[src/sv/mlt_pkg.sv]
// ----------------------------------------------------------------------------
// mlt_pkg
// Shared types and constants of the MAC learning table.
// ----------------------------------------------------------------------------
package mlt_pkg;

    localparam int MAC_W   = 48;   // Ethernet address
    localparam int PORT_W  = 4;    // stored / reported port
    localparam int LIMIT_W = 8;    // age_limit register
    localparam int CMD_W   = 2;    // command code
    localparam int COUNT_W = 7;    // removed_count field

    localparam logic [LIMIT_W-1:0] LIMIT_RESET = 8'd30;

    typedef enum logic [CMD_W-1:0] {
        CMD_LOOKUP = 2'd0,
        CMD_LEARN  = 2'd1,
        CMD_TICK   = 2'd2,
        CMD_NONE   = 2'd3
    } cmd_t;

    // per-entry verdict from the evaluation unit
    typedef struct packed {
        logic match;    // valid and address equal to key
        logic free;     // slot not valid
        logic expire;   // aged past the limit after this tick
    } eval_t;

endpackage

[src/sv/mlt_ram.sv]
// ----------------------------------------------------------------------------
// mlt_ram
// Entry store: one write port, one read port with registered read data.
// ----------------------------------------------------------------------------
module mlt_ram #(
    parameter int DEPTH = 64,
    parameter int WIDTH = 61
) (
    input  logic                     aclk,
    input  logic                     rd_en,
    input  logic [$clog2(DEPTH)-1:0] rd_addr,
    output logic [WIDTH-1:0]         rd_data,
    input  logic                     wr_en,
    input  logic [$clog2(DEPTH)-1:0] wr_addr,
    input  logic [WIDTH-1:0]         wr_data
);

    logic [WIDTH-1:0] mem [DEPTH];
    logic [WIDTH-1:0] rd_data_reg;

    always_ff @(posedge aclk) begin
        if (wr_en) begin
            mem[wr_addr] <= wr_data;
        end
        if (rd_en) begin
            rd_data_reg <= mem[rd_addr];
        end
    end

    assign rd_data = rd_data_reg;

endmodule

[src/sv/mlt_eval.sv]
// ----------------------------------------------------------------------------
// mlt_eval
// Shared entry evaluator: address compare, saturating age step, limit check.
// ----------------------------------------------------------------------------
module mlt_eval #(
    parameter int AGE_BITS = 8
) (
    input  logic [AGE_BITS+mlt_pkg::MAC_W+mlt_pkg::PORT_W:0] entry,
    input  logic [mlt_pkg::MAC_W-1:0]                        key,
    input  logic [mlt_pkg::LIMIT_W-1:0]                      age_limit,
    output mlt_pkg::eval_t                                   flags,
    output logic [AGE_BITS-1:0]                              age_next,
    output logic [mlt_pkg::PORT_W-1:0]                       port
);

    localparam int W  = AGE_BITS + mlt_pkg::MAC_W + mlt_pkg::PORT_W + 1;
    localparam int CW = (AGE_BITS > mlt_pkg::LIMIT_W) ? AGE_BITS : mlt_pkg::LIMIT_W;

    logic                      valid;
    logic [mlt_pkg::MAC_W-1:0] mac;
    logic [AGE_BITS-1:0]       age;

    assign valid = entry[W-1];
    assign mac   = entry[W-2 -: mlt_pkg::MAC_W];
    assign port  = entry[AGE_BITS +: mlt_pkg::PORT_W];
    assign age   = entry[AGE_BITS-1:0];

    // age stops at all ones
    assign age_next = (&age) ? age : age + AGE_BITS'(1);

    assign flags.match  = valid && (mac == key);
    assign flags.free   = !valid;
    assign flags.expire = CW'(age_next) > CW'(age_limit);

endmodule

[src/sv/mac_learning_table_with_aging.sv]
// ----------------------------------------------------------------------------
// mac_learning_table_with_aging
// Bounded fully associative MAC-to-port table with lookup, learn and aging.
// ----------------------------------------------------------------------------
//
//  channel  dir  handshake         payload
//  s_       in   s_tvalid/tready   tdata: mac_addr[47:0], in_port[51:48];
//                                  tuser: cmd[1:0]
//  m_       out  m_tvalid/tready   tdata: hit[0], out_port[4:1],
//                                  table_full[5], removed_count[12:6]
//  cfg_     in   cfg_we            cfg_wdata: age_limit
//
//  A lookup, tick or learn scans all ENTRIES slots through the single RAM
//  read port, one slot per cycle; the next command is accepted only once
//  the result of the last one has been placed in the output register.
//  An unused command or a learn on an out-of-range port skips the scan.
//  After reset a clearing pass writes every slot invalid, with s_tready
//  low. The result sits in an output register; a stalled m_tready holds
//  only the final step, and s_tready returns in idle.
// ----------------------------------------------------------------------------
module mac_learning_table_with_aging #(
    parameter int ENTRIES  = 64,
    parameter int PORTS    = 16,
    parameter int AGE_BITS = 8
) (
    input  logic        aclk,
    input  logic        aresetn,
    // input words
    input  logic        s_tvalid,
    output logic        s_tready,
    input  logic [55:0] s_tdata,    // mac_addr[47:0], in_port[51:48], zero pad
    input  logic [1:0]  s_tuser,    // cmd[1:0]
    // result words
    output logic        m_tvalid,
    input  logic        m_tready,
    output logic [15:0] m_tdata,    // hit, out_port[4:1], table_full, removed_count[12:6]
    // age limit register
    input  logic        cfg_we,
    input  logic [7:0]  cfg_wdata
);

    localparam int IDX_W  = $clog2(ENTRIES);
    localparam int CNT_W  = $clog2(ENTRIES + 1);
    localparam int CNTX_W = CNT_W + mlt_pkg::COUNT_W;
    localparam int W      = AGE_BITS + mlt_pkg::MAC_W + mlt_pkg::PORT_W + 1;
    localparam logic [IDX_W-1:0] LAST    = IDX_W'(ENTRIES - 1);
    localparam logic [31:0]      PORTS_U = 32'(PORTS);

    typedef enum logic [3:0] {
        ST_CLEAR  = 4'b0001,
        ST_IDLE   = 4'b0010,
        ST_SCAN   = 4'b0100,
        ST_FINISH = 4'b1000
    } state_t;

    state_t state_reg, state_next;

    // sequencer / scan pointer
    logic [IDX_W-1:0] addr_reg, addr_next;
    logic             issue_reg, issue_next;     // reads still being issued
    logic             pend_reg, pend_next;       // read data valid this cycle
    logic [IDX_W-1:0] pend_idx_reg, pend_idx_next;

    // latched item
    mlt_pkg::cmd_t               cmd_reg, cmd_next;
    logic [mlt_pkg::MAC_W-1:0]   mac_reg, mac_next;
    logic [mlt_pkg::PORT_W-1:0]  port_reg, port_next;
    logic                        port_ok_reg, port_ok_next;

    // scan results
    logic                        found_reg, found_next;
    logic [IDX_W-1:0]            found_idx_reg, found_idx_next;
    logic [mlt_pkg::PORT_W-1:0]  found_port_reg, found_port_next;
    logic                        free_reg, free_next;
    logic [IDX_W-1:0]            free_idx_reg, free_idx_next;
    logic [CNT_W-1:0]            cnt_reg, cnt_next;

    // output and config
    logic                        m_tvalid_reg, m_tvalid_next;
    logic [15:0]                 m_tdata_reg, m_tdata_next;
    logic [mlt_pkg::LIMIT_W-1:0] limit_reg, limit_next;

    // RAM port
    logic             rd_en, wr_en;
    logic [IDX_W-1:0] rd_addr, wr_addr;
    logic [W-1:0]     rd_data, wr_data;

    // evaluator
    mlt_pkg::eval_t              ev;
    logic [AGE_BITS-1:0]         ev_age;
    logic [mlt_pkg::PORT_W-1:0]  ev_port;

    // misc
    mlt_pkg::cmd_t               in_cmd;
    logic                        in_port_ok;
    logic                        out_free;
    logic [CNTX_W-1:0]           cnt_ext;
    logic                        res_hit, res_full;
    logic [mlt_pkg::PORT_W-1:0]  res_port;

    mlt_ram #(
        .DEPTH (ENTRIES),
        .WIDTH (W)
    ) u_ram (
        .aclk    (aclk),
        .rd_en   (rd_en),
        .rd_addr (rd_addr),
        .rd_data (rd_data),
        .wr_en   (wr_en),
        .wr_addr (wr_addr),
        .wr_data (wr_data)
    );

    mlt_eval #(
        .AGE_BITS (AGE_BITS)
    ) u_eval (
        .entry     (rd_data),
        .key       (mac_reg),
        .age_limit (limit_reg),
        .flags     (ev),
        .age_next  (ev_age),
        .port      (ev_port)
    );

    assign s_tready = (state_reg == ST_IDLE);
    assign m_tvalid = m_tvalid_reg;
    assign m_tdata  = m_tdata_reg;

    assign in_cmd     = mlt_pkg::cmd_t'(s_tuser);
    assign in_port_ok = {28'd0, s_tdata[51:48]} < PORTS_U;
    assign out_free   = !m_tvalid_reg || m_tready;

    // result fields; removed_count keeps only its low 7 bits
    assign cnt_ext  = CNTX_W'(cnt_reg);
    assign res_hit  = found_reg && (cmd_reg != mlt_pkg::CMD_TICK);
    assign res_port = (found_reg && cmd_reg == mlt_pkg::CMD_LOOKUP) ? found_port_reg
                                                                     : '0;
    assign res_full = (cmd_reg == mlt_pkg::CMD_LEARN) && port_ok_reg
                      && !found_reg && !free_reg;

    always_comb begin
        state_next      = state_reg;
        addr_next       = addr_reg;
        issue_next      = issue_reg;
        pend_next       = 1'b0;
        pend_idx_next   = pend_idx_reg;
        cmd_next        = cmd_reg;
        mac_next        = mac_reg;
        port_next       = port_reg;
        port_ok_next    = port_ok_reg;
        found_next      = found_reg;
        found_idx_next  = found_idx_reg;
        found_port_next = found_port_reg;
        free_next       = free_reg;
        free_idx_next   = free_idx_reg;
        cnt_next        = cnt_reg;
        m_tvalid_next   = m_tvalid_reg && !m_tready;
        m_tdata_next    = m_tdata_reg;
        limit_next      = cfg_we ? cfg_wdata : limit_reg;

        rd_en   = 1'b0;
        rd_addr = addr_reg;
        wr_en   = 1'b0;
        wr_addr = addr_reg;
        wr_data = '0;

        unique case (state_reg)
            ST_CLEAR: begin
                // invalidate one slot per cycle
                wr_en     = 1'b1;
                addr_next = addr_reg + IDX_W'(1);
                if (addr_reg == LAST) begin
                    addr_next  = '0;
                    state_next = ST_IDLE;
                end
            end
            ST_IDLE: begin
                if (s_tvalid) begin
                    cmd_next     = in_cmd;
                    mac_next     = s_tdata[47:0];
                    port_next    = s_tdata[51:48];
                    port_ok_next = in_port_ok;
                    found_next   = 1'b0;
                    free_next    = 1'b0;
                    cnt_next     = '0;
                    addr_next    = '0;
                    if (in_cmd == mlt_pkg::CMD_LOOKUP || in_cmd == mlt_pkg::CMD_TICK
                        || (in_cmd == mlt_pkg::CMD_LEARN && in_port_ok)) begin
                        issue_next = 1'b1;
                        state_next = ST_SCAN;
                    end else begin
                        state_next = ST_FINISH;
                    end
                end
            end
            ST_SCAN: begin
                // issue: one read per cycle
                if (issue_reg) begin
                    rd_en         = 1'b1;
                    pend_next     = 1'b1;
                    pend_idx_next = addr_reg;
                    addr_next     = addr_reg + IDX_W'(1);
                    if (addr_reg == LAST) begin
                        issue_next = 1'b0;
                    end
                end
                // evaluate the slot read last cycle
                if (pend_reg) begin
                    if (ev.match && !found_reg) begin
                        found_next      = 1'b1;
                        found_idx_next  = pend_idx_reg;
                        found_port_next = ev_port;
                    end
                    if (ev.free && !free_reg) begin
                        free_next     = 1'b1;
                        free_idx_next = pend_idx_reg;
                    end
                    if (cmd_reg == mlt_pkg::CMD_TICK && !ev.free) begin
                        wr_en   = 1'b1;
                        wr_addr = pend_idx_reg;
                        if (ev.expire) begin
                            wr_data  = '0;
                            cnt_next = cnt_reg + CNT_W'(1);
                        end else begin
                            wr_data = {rd_data[W-1:AGE_BITS], ev_age};
                        end
                    end
                    if (!issue_reg) begin
                        state_next = ST_FINISH;
                    end
                end
            end
            ST_FINISH: begin
                // learn: refresh the match or fill the first free slot
                if (cmd_reg == mlt_pkg::CMD_LEARN && port_ok_reg
                    && (found_reg || free_reg)) begin
                    wr_en   = 1'b1;
                    wr_addr = found_reg ? found_idx_reg : free_idx_reg;
                    wr_data = {1'b1, mac_reg, port_reg, AGE_BITS'(0)};
                end
                if (out_free) begin
                    m_tvalid_next = 1'b1;
                    m_tdata_next  = {3'd0, cnt_ext[mlt_pkg::COUNT_W-1:0], res_full,
                                     res_port, res_hit};
                    state_next    = ST_IDLE;
                end
            end
            default: begin
                state_next = ST_CLEAR;
                addr_next  = '0;
            end
        endcase
    end

    // control state
    always_ff @(posedge aclk) begin
        if (!aresetn) begin
            state_reg    <= ST_CLEAR;
            addr_reg     <= '0;
            issue_reg    <= 1'b0;
            pend_reg     <= 1'b0;
            m_tvalid_reg <= 1'b0;
            limit_reg    <= mlt_pkg::LIMIT_RESET;
        end else begin
            state_reg    <= state_next;
            addr_reg     <= addr_next;
            issue_reg    <= issue_next;
            pend_reg     <= pend_next;
            m_tvalid_reg <= m_tvalid_next;
            limit_reg    <= limit_next;
        end
    end

    // payload
    always_ff @(posedge aclk) begin
        pend_idx_reg   <= pend_idx_next;
        cmd_reg        <= cmd_next;
        mac_reg        <= mac_next;
        port_reg       <= port_next;
        port_ok_reg    <= port_ok_next;
        found_reg      <= found_next;
        found_idx_reg  <= found_idx_next;
        found_port_reg <= found_port_next;
        free_reg       <= free_next;
        free_idx_reg   <= free_idx_next;
        cnt_reg        <= cnt_next;
        m_tdata_reg    <= m_tdata_next;
    end

endmodule
[config.mk]
export PLATFORM = sky130hd
export DESIGN_NAME = mac_learning_table_with_aging
export DESIGN_NICKNAME = d
export VERILOG_FILES = /design/src/sv/mlt_pkg.sv /design/src/sv/mlt_ram.sv /design/src/sv/mlt_eval.sv /design/src/sv/mac_learning_table_with_aging.sv
export SDC_FILE = /design/constraint.sdc
export NUM_CORES = 2
export LEC_CHECK = 0
export BUFFER_PORTS_ARGS = -buffer_cell sky130_fd_sc_hd__buf_2
export CAP_MARGIN = 20
export CELL_PAD_IN_SITES_DETAIL_PLACEMENT = 0
export CELL_PAD_IN_SITES_GLOBAL_PLACEMENT = 2
export CORE_ASPECT_RATIO = 1.75
export CORE_MARGIN = 2
export CORE_UTILIZATION = 50
export DETAILED_ROUTE_END_ITERATION = 12
export GPL_ROUTABILITY_DRIVEN = 0
export HOLD_SLACK_MARGIN = 0.1
export PLACE_DENSITY_LB_ADDON = 0.1
export SLEW_MARGIN = 0
export SYNTH_ARGS = -nofsm -noshare
export SYNTH_HDL_FRONTEND = slang
export SYNTH_SLANG_ARGS = --single-unit
[constraint.sdc]
create_clock -name aclk -period 7.74 [get_ports aclk]
set_input_delay 0.774 -clock aclk [delete_from_list [all_inputs] [get_ports aclk]]
set_output_delay 0.774 -clock aclk [all_outputs]
set_load 0.01 [all_outputs]
==> After elaboration in Yosys (flattened, before gate mapping) <==
Memory sizes are Yosys's and may differ from the RTL's. A register that Yosys moved wholly into a read port is not among the register bits.
Cells that the tools add are included.
{ "classes": {"add_sub_neg": 3, "magnitude_cmp": 1, "n_eq_ne": 22, "muxes": 49, "bitwise_logic": 1, "n_reduce_logical": 34} }
{ "op_table": {"columns": ["operator", "n"], "rows": [
  ["2-to-1 mux 61 bit", 4],
  ["one-hot mux 61 bit (2 select lines)", 1],
  ["== test 48 bit", 1],
  ["2-to-1 mux 6 bit", 7],
  ["2-to-1 mux 7 bit", 4],
  ["2-to-1 mux 4 bit", 6],
  ["one-hot mux 6 bit (4 select lines)", 1],
  ["inequality test 2 bit, second input constant", 11],
  ["2-to-1 mux 1 bit", 18],
  ["one-hot mux 4 bit (4 select lines)", 1],
  ["one-hot mux 7 bit (2 select lines)", 1],
  ["one-hot mux 6 bit (2 select lines)", 1],
  ["AND reduction 3 bit", 4],
  ["logical AND 1 bit", 10],
  ["AND reduction 5 bit", 2],
  ["adder 8 x 1 -> 8 bit, second input constant", 1],
  ["> comparator 8 bit", 1],
  ["2-to-1 mux 8 bit", 1],
  ["AND reduction 4 bit", 2],
  ["AND reduction 8 bit", 1],
  ["adder 7 x 1 -> 7 bit, second input constant", 1],
  ["adder 6 x 1 -> 6 bit, second input constant", 1],
  ["== test 6 bit, second input constant", 1],
  ["one-hot mux 1 bit (2 select lines)", 3],
  ["other kinds (14)", 26]
]} }
{ "word_totals": {"regBits": 119, "ram_bits": 3904, "input_bits": 71, "memories": 1} }
{ "mem_list": {"columns": ["memory", "depth", "word_bits", "rd", "rd_ports_with_merged_regs", "wr", "line", "rtl"], "rows": [
  ["u_ram.mem", 64, 61, 1, 1, 1, "mlt_ram.sv:18", "logic [WIDTH-1:0] mem [DEPTH];"]
]} }

==> Depth between registers and ports, before layout <==
{ "logic_depth": {"ltp_word": 7, "mapped_depth": 13, "mapped_depth_nobuf": 12} }

==> Modules after synthesis <==
Synthesis repeated with hierarchy kept, for this count alone.
{ "hier_totals": {"hier_cells": 6836, "area_unflattened_um2": 155600.5} }
{ "by_module_without_submodules": {"columns": ["mod", "n_inst", "cells_per_inst", "area_each_um2", "seq_area_each_um2"], "rows": [
  ["mlt_ram", 1, 6344, 149603.5, 119064.2],
  ["mac_learning_table_with_aging", 1, 355, 5019.8, 3363.2],
  ["mlt_eval", 1, 137, 977.2, 0.0]
]} }

==> Least setup slack after synthesis <==
OpenSTA, ideal clock, no wires.
{ "synth_timing": {"path_type": "register to register", "from": "reg u_ram.rd_data_reg[2], in the netlist u_ram.rd_data[2] (read register of u_ram.mem)", "to": "mem u_ram.mem[0][0] (data pin)", "setup_ns": 0.865, "arrival_ns": 5.607, "t_required_ns": 6.875, "slack_ns": 1.269, "path_stages_with_launch": 11, "n_path_buf": 0, "period_less_slack_ns": 6.471, "cell_sequence": "edfxtp_1 -> and3_1 -> and3_1 -> nand3_1 -> mux2_2 -> ha_1 -> nor2b_1 -> o21a_1 -> o21ai_0 -> a211oi_1 -> nor4_1"} }
{ "synth_via": {"elab_chain_cells": 7, "elab_cells_between_ends": 8, "classes_between": "add/sub (1); order compare (1); mux (5); reduce/logical (1)"} }
{ "synth_rtl": {"columns": ["item", "line", "rtl"], "rows": [
  ["from (decl)", "mlt_ram.sv:19", "logic [WIDTH-1:0] rd_data_reg;"],
  ["adder 8 x 1 -> 8 bit / AND reduction 8 bit (equally long branches)", "mlt_eval.sv:29", "assign age_next = (&age) ? age : age + AGE_BITS'(1);"],
  ["2-to-1 mux 8 bit (*)", "mlt_eval.sv:29", null],
  ["> comparator 8 bit", "mlt_eval.sv:33", "assign flags.expire = CW'(age_next) > CW'(age_limit);"],
  ["2-to-1 mux 61 bit (*)", "mac_learning_table_with_aging.sv:221", "if (ev.expire) begin"],
  ["2-to-1 mux 61 bit (*)", "mac_learning_table_with_aging.sv:218", "if (cmd_reg == mlt_pkg::CMD_TICK && !ev.free) begin"],
  ["2-to-1 mux 61 bit (*)", "mac_learning_table_with_aging.sv:208", "if (pend_reg) begin"],
  ["one-hot mux 61 bit (2 select lines) (*)", "mac_learning_table_with_aging.sv:167", "unique case (state_reg)"],
  ["named net u_ram.wr_data[0]", "mlt_ram.sv:15", "input logic [WIDTH-1:0] wr_data"],
  ["to (decl)", "mlt_ram.sv:18", null]
]} }
The timed path passes the listed nets; every way through them passes the cells marked *.

==> Final worst setup path <==
{ "layout_timing": {"from": "reg state_reg[3]", "to": "mem u_ram.mem[28][11], enable pin"} }
{ "layout_via": {"elab_chain_cells": 4, "elab_cells_between_ends": 7, "classes_between": "eq/ne (3); mux (4)"} }
{ "layout_rtl": {"columns": ["item", "line", "rtl"], "rows": [
  ["from (decl)", "mac_learning_table_with_aging.sv:56", "state_t state_reg, state_next;"],
  ["from (signal assigned)", "mac_learning_table_with_aging.sv:265", "state_reg <= state_next;"],
  ["== test 4 bit, or another cell as far along", "mac_learning_table_with_aging.sv:167", null],
  ["one-hot mux 1 bit (3 select lines)", "mac_learning_table_with_aging.sv:167", null],
  ["2-to-1 mux 1 bit", "mlt_ram.sv:22", "if (wr_en) begin"],
  ["2-to-1 mux 1 bit (implied by the code)", "mlt_ram.sv:23", "mem[wr_addr] <= wr_data;"]
]} }
Parallel ways exist; a longest one is shown, timed or not.

==> summary.md <==
| Metric | Value |
|---|---|
| Starting Density | 50.2% |
| Vias in the first global route | 79,400 |
| WP data arrival | 6340 ps |
| Drt total wl | 482 mm |
| Clock slew at reported path FFs | 60 ps |
| Die H | 742 um |
| Final HPWL DP | 270 mm |
| GRT Total Usage | 30.3% |
| # setup viols final | 0 |
| Worst setup startpoint | state_reg[3] |
| Met2 Wirelength | 249 mm |
| Buffers on Ports | 81 |
| Area fraction of the dominant cell type after synthesis | 78.3% |
| Tcrit/Tclk final | 74.6% |
| TNS Setup | 0 ps |
| Layout area overhead | 13.1% |
| Final worst clock skew | 77.4 ps |
| Die area | 316,000 sq um |
| Most frequent cell after synthesis | edfxtp_1 |
| Post-Synthesis Cells | 7,126 |
| Maximum root-to-sink buffer count | 4 |
| R2r worst-path depth | 7 |
| CP max FO | 21 |
| P_leak | 59.2 nW |
| Commonest cells post-synth | edfxtp_1, mux4_2, mux2i_1, clkbuf_1, nand2_1 |
| Min cycle time layout | 5770 ps |
| Cell chosen for the clock root | clkbuf_16 |
| VDD IR max | 0.000190 V |
| Clock latency on the worst-skew pair | 950 ps |
| Combinational share of power | 4.2% |
| Fmax | 173 MHz |
| Pint | 35.1 mW |
| Mapped cell area | 156,000 sq um |
| 1st-iter DRT viols | 9,834 |
| Gr ovfl total | 0 |
| Clock network power share | 41.4% |
| Vias | 78,800 |
| H-tree levels | 5 |
| Sequential Power Share | 54.4% |
| Final net count | 7,652 |
| Hold Path Class | in -> reg |
| Post-DP Area | 163,000 sq um |
| Placeable core region | 311,000 sq um |
| Cts bufs inserted | 371 |
| First-pass GRT wire length | 652 mm |
| Main synth FF type | edfxtp_1 |
| PD cells | 252 nW/um^2 |
| 1st-pass router iterations | 6 |
| Layout Cells excl Fill | 12,000 |
| Rows | 271 |
| Reg-to-reg setup timing slack | 1970 ps |
| Critical R2R Launch | state_reg[3] |
| Setup crit end | u_ram.mem[28][11] |
| WL per Instance | 40.3 um |
| Post-synth ARST share | 0% |
| IO Pins | 89 |
| Share of the yosys chip area belonging to registers | 78.6% |
| Placed Instances | 11,200 |
| Routed wl met3 | 35.3 mm |
| Critical Path Source Type | register |
| Crit end category | register |
| Fillers | 23,100 |
| Wl on met1 | 177 mm |
| Synth area leaders | edfxtp_1, mux4_2, mux2i_1 |
| Maxcap violations | 0 |
| Clock Sinks | 4,084 |
| Residual DRC | 0 |
| Worst Tran Pin Value | 1240 ps |
| Reg2Reg Capture Point | u_ram.mem[28][11] |
| Net switching share of the total power | 20.9% |
| Max reg flops | 3,904 |
| Fin. Hold Viols | 0 |
| Psw | 9.27 mW |
| Crit Path Category | reg -> reg |
| Final Max Tran Viols | 0 |
| EDFF count, synth | 4,063 |
| Top sig layer | met5 |
| Layout cell share with drive strength beyond 1 | 24.2% |
| Die W | 426 um |
| Largest net degree at the start of global routing | 135 |
| DR vias/cell | 6.59 |
| Final Cell Area | 176,000 sq um |
| Critical path required time | 8300 ps |
| Status | completed |
| Count of different cell masters after synthesis | 63 |
| CTS tree | yes |
| Synthesized flop and latch total | 4,084 |
| Initial antenna violation count | 26 |
| RSZ-0062 raised after global routing | no |
| Leading area contributor after synthesis | edfxtp_1 |
| Headroom to the max-slew limit | 17.1% |
| Mean Syn Cell Area | 21.9 sq um |
| Routed Antenna Nets | 0 |
| Yosys warns | 0 |
==> worst min-delay path by stage <==
stage | start | to | cells past startpoint
floorplan | addr_reg[2] | pend_idx_reg[2] | 0
detailed placement | u_ram.rd_data[11] | found_port_reg[3] | 0
global route | m_tready | m_tvalid | 3
global placement | u_ram.rd_data[11] | found_port_reg[3] | 0
finish | m_tready | m_tvalid | 3
CTS | m_tready | m_tvalid | 3
==> metal layers <==
| metal | track usage (%) | up-vias |
|---|---|---|
| met5 | 0 | - |
| met4 | 11.4 | 6 |
| met3 | 4.91 | 862 |
| met2 | 52.5 | 3655 |
| met1 | 38.5 | 43300 |
| li1 | - | 31000 |
==> placed cells by master (no fill, tap or decap), drive strengths merged, types with 44 or more instances in the layout <==
master       Yosys  layout
a211oi          51      51
a21oi           97      97
a22o            73      73
a22oi          143     143
buf            184     414
clkbuf         221     459
clkinv           0     153
dlygate4sd3      0      60
edfxtp        4063    4063
mux2i          470     470
mux4           802     802
nand2          155     155
nor2           106     106
o211ai          44      44
o21ai           79      79
o221ai          46      46
o22ai          104     104
==> power by group through the flow <==
stage	Combinational, mW	Clock (mW)	Sequential (mW)
global placement	1.86	0	24.6
floorplan	1.19	0	24.6
finish	1.87	18.4	24.2
detailed placement	1.86	0	24.6
global route	1.94	19.4	24.1
CTS	1.89	18.6	24.2
==> critical path: stages (launching register included) <==
cell,delay (ps)
dfxtp_1,360
or4b_1,860
nor3_4,890
buf_4,620
a221o_1,390
nand2_1,520
nor2_4,1040
buf_4,630
==> metrics by stage <==
step	setup slack (ps)	hold slack, ps	power (mW)	utilization [%]
2_1_floorplan	1270	403	25.8	-
3_3_place_gp	2050	439	26.5	52.6
3_5_place_dp	2140	435	26.5	52.6
4_1_cts	2150	141	44.7	56.6
5_1_grt	2080	203	45.5	56.7
6_report	1970	196	44.4	56.7
==> cell type report <==
class | count | area [sq um] | share of cell area, %
sequential | 4084 | 122000 | 69.5
timing repair buffer | 474 | 4390 | 2.49
antenna | 5 | 12.5 | 0.00710
clock buffer | 459 | 9900 | 5.62
inverter | 25 | 95.1 | 0.0540
tap | 4095 | 5120 | 2.91
multi-input combinational | 2614 | 32200 | 18.3
clock inverter | 206 | 1970 | 1.12
==> timing repair <==
action	in CTS	in global routing
endpoints found under the hold margin	60	0
hold buffers	60	0
gates resized for setup	0	0
setup buffers	0	0
==> kinds of logic (layout without fill, tap and decap cells) <==
| family | after synthesis | count (layout) | share of synthesized area, % |
|---|---|---|---|
| AND/OR/NAND/NOR | 442 | 442 | 1.34 |
| XOR/XNOR | 56 | 56 | 0.315 |
| other | 1 | 8 | 0.00241 |
| buffers and inverters | 430 | 1164 | 1.17 |
| AO/OA/AOI/OAI | 809 | 809 | 3.76 |
| adder cells (fa/ha/maj) | 11 | 11 | 0.0883 |
| multiplexers | 1293 | 1293 | 14.8 |
| flip-flops | 4084 | 4084 | 78.6 |
(Power assumes the default switching activity.)
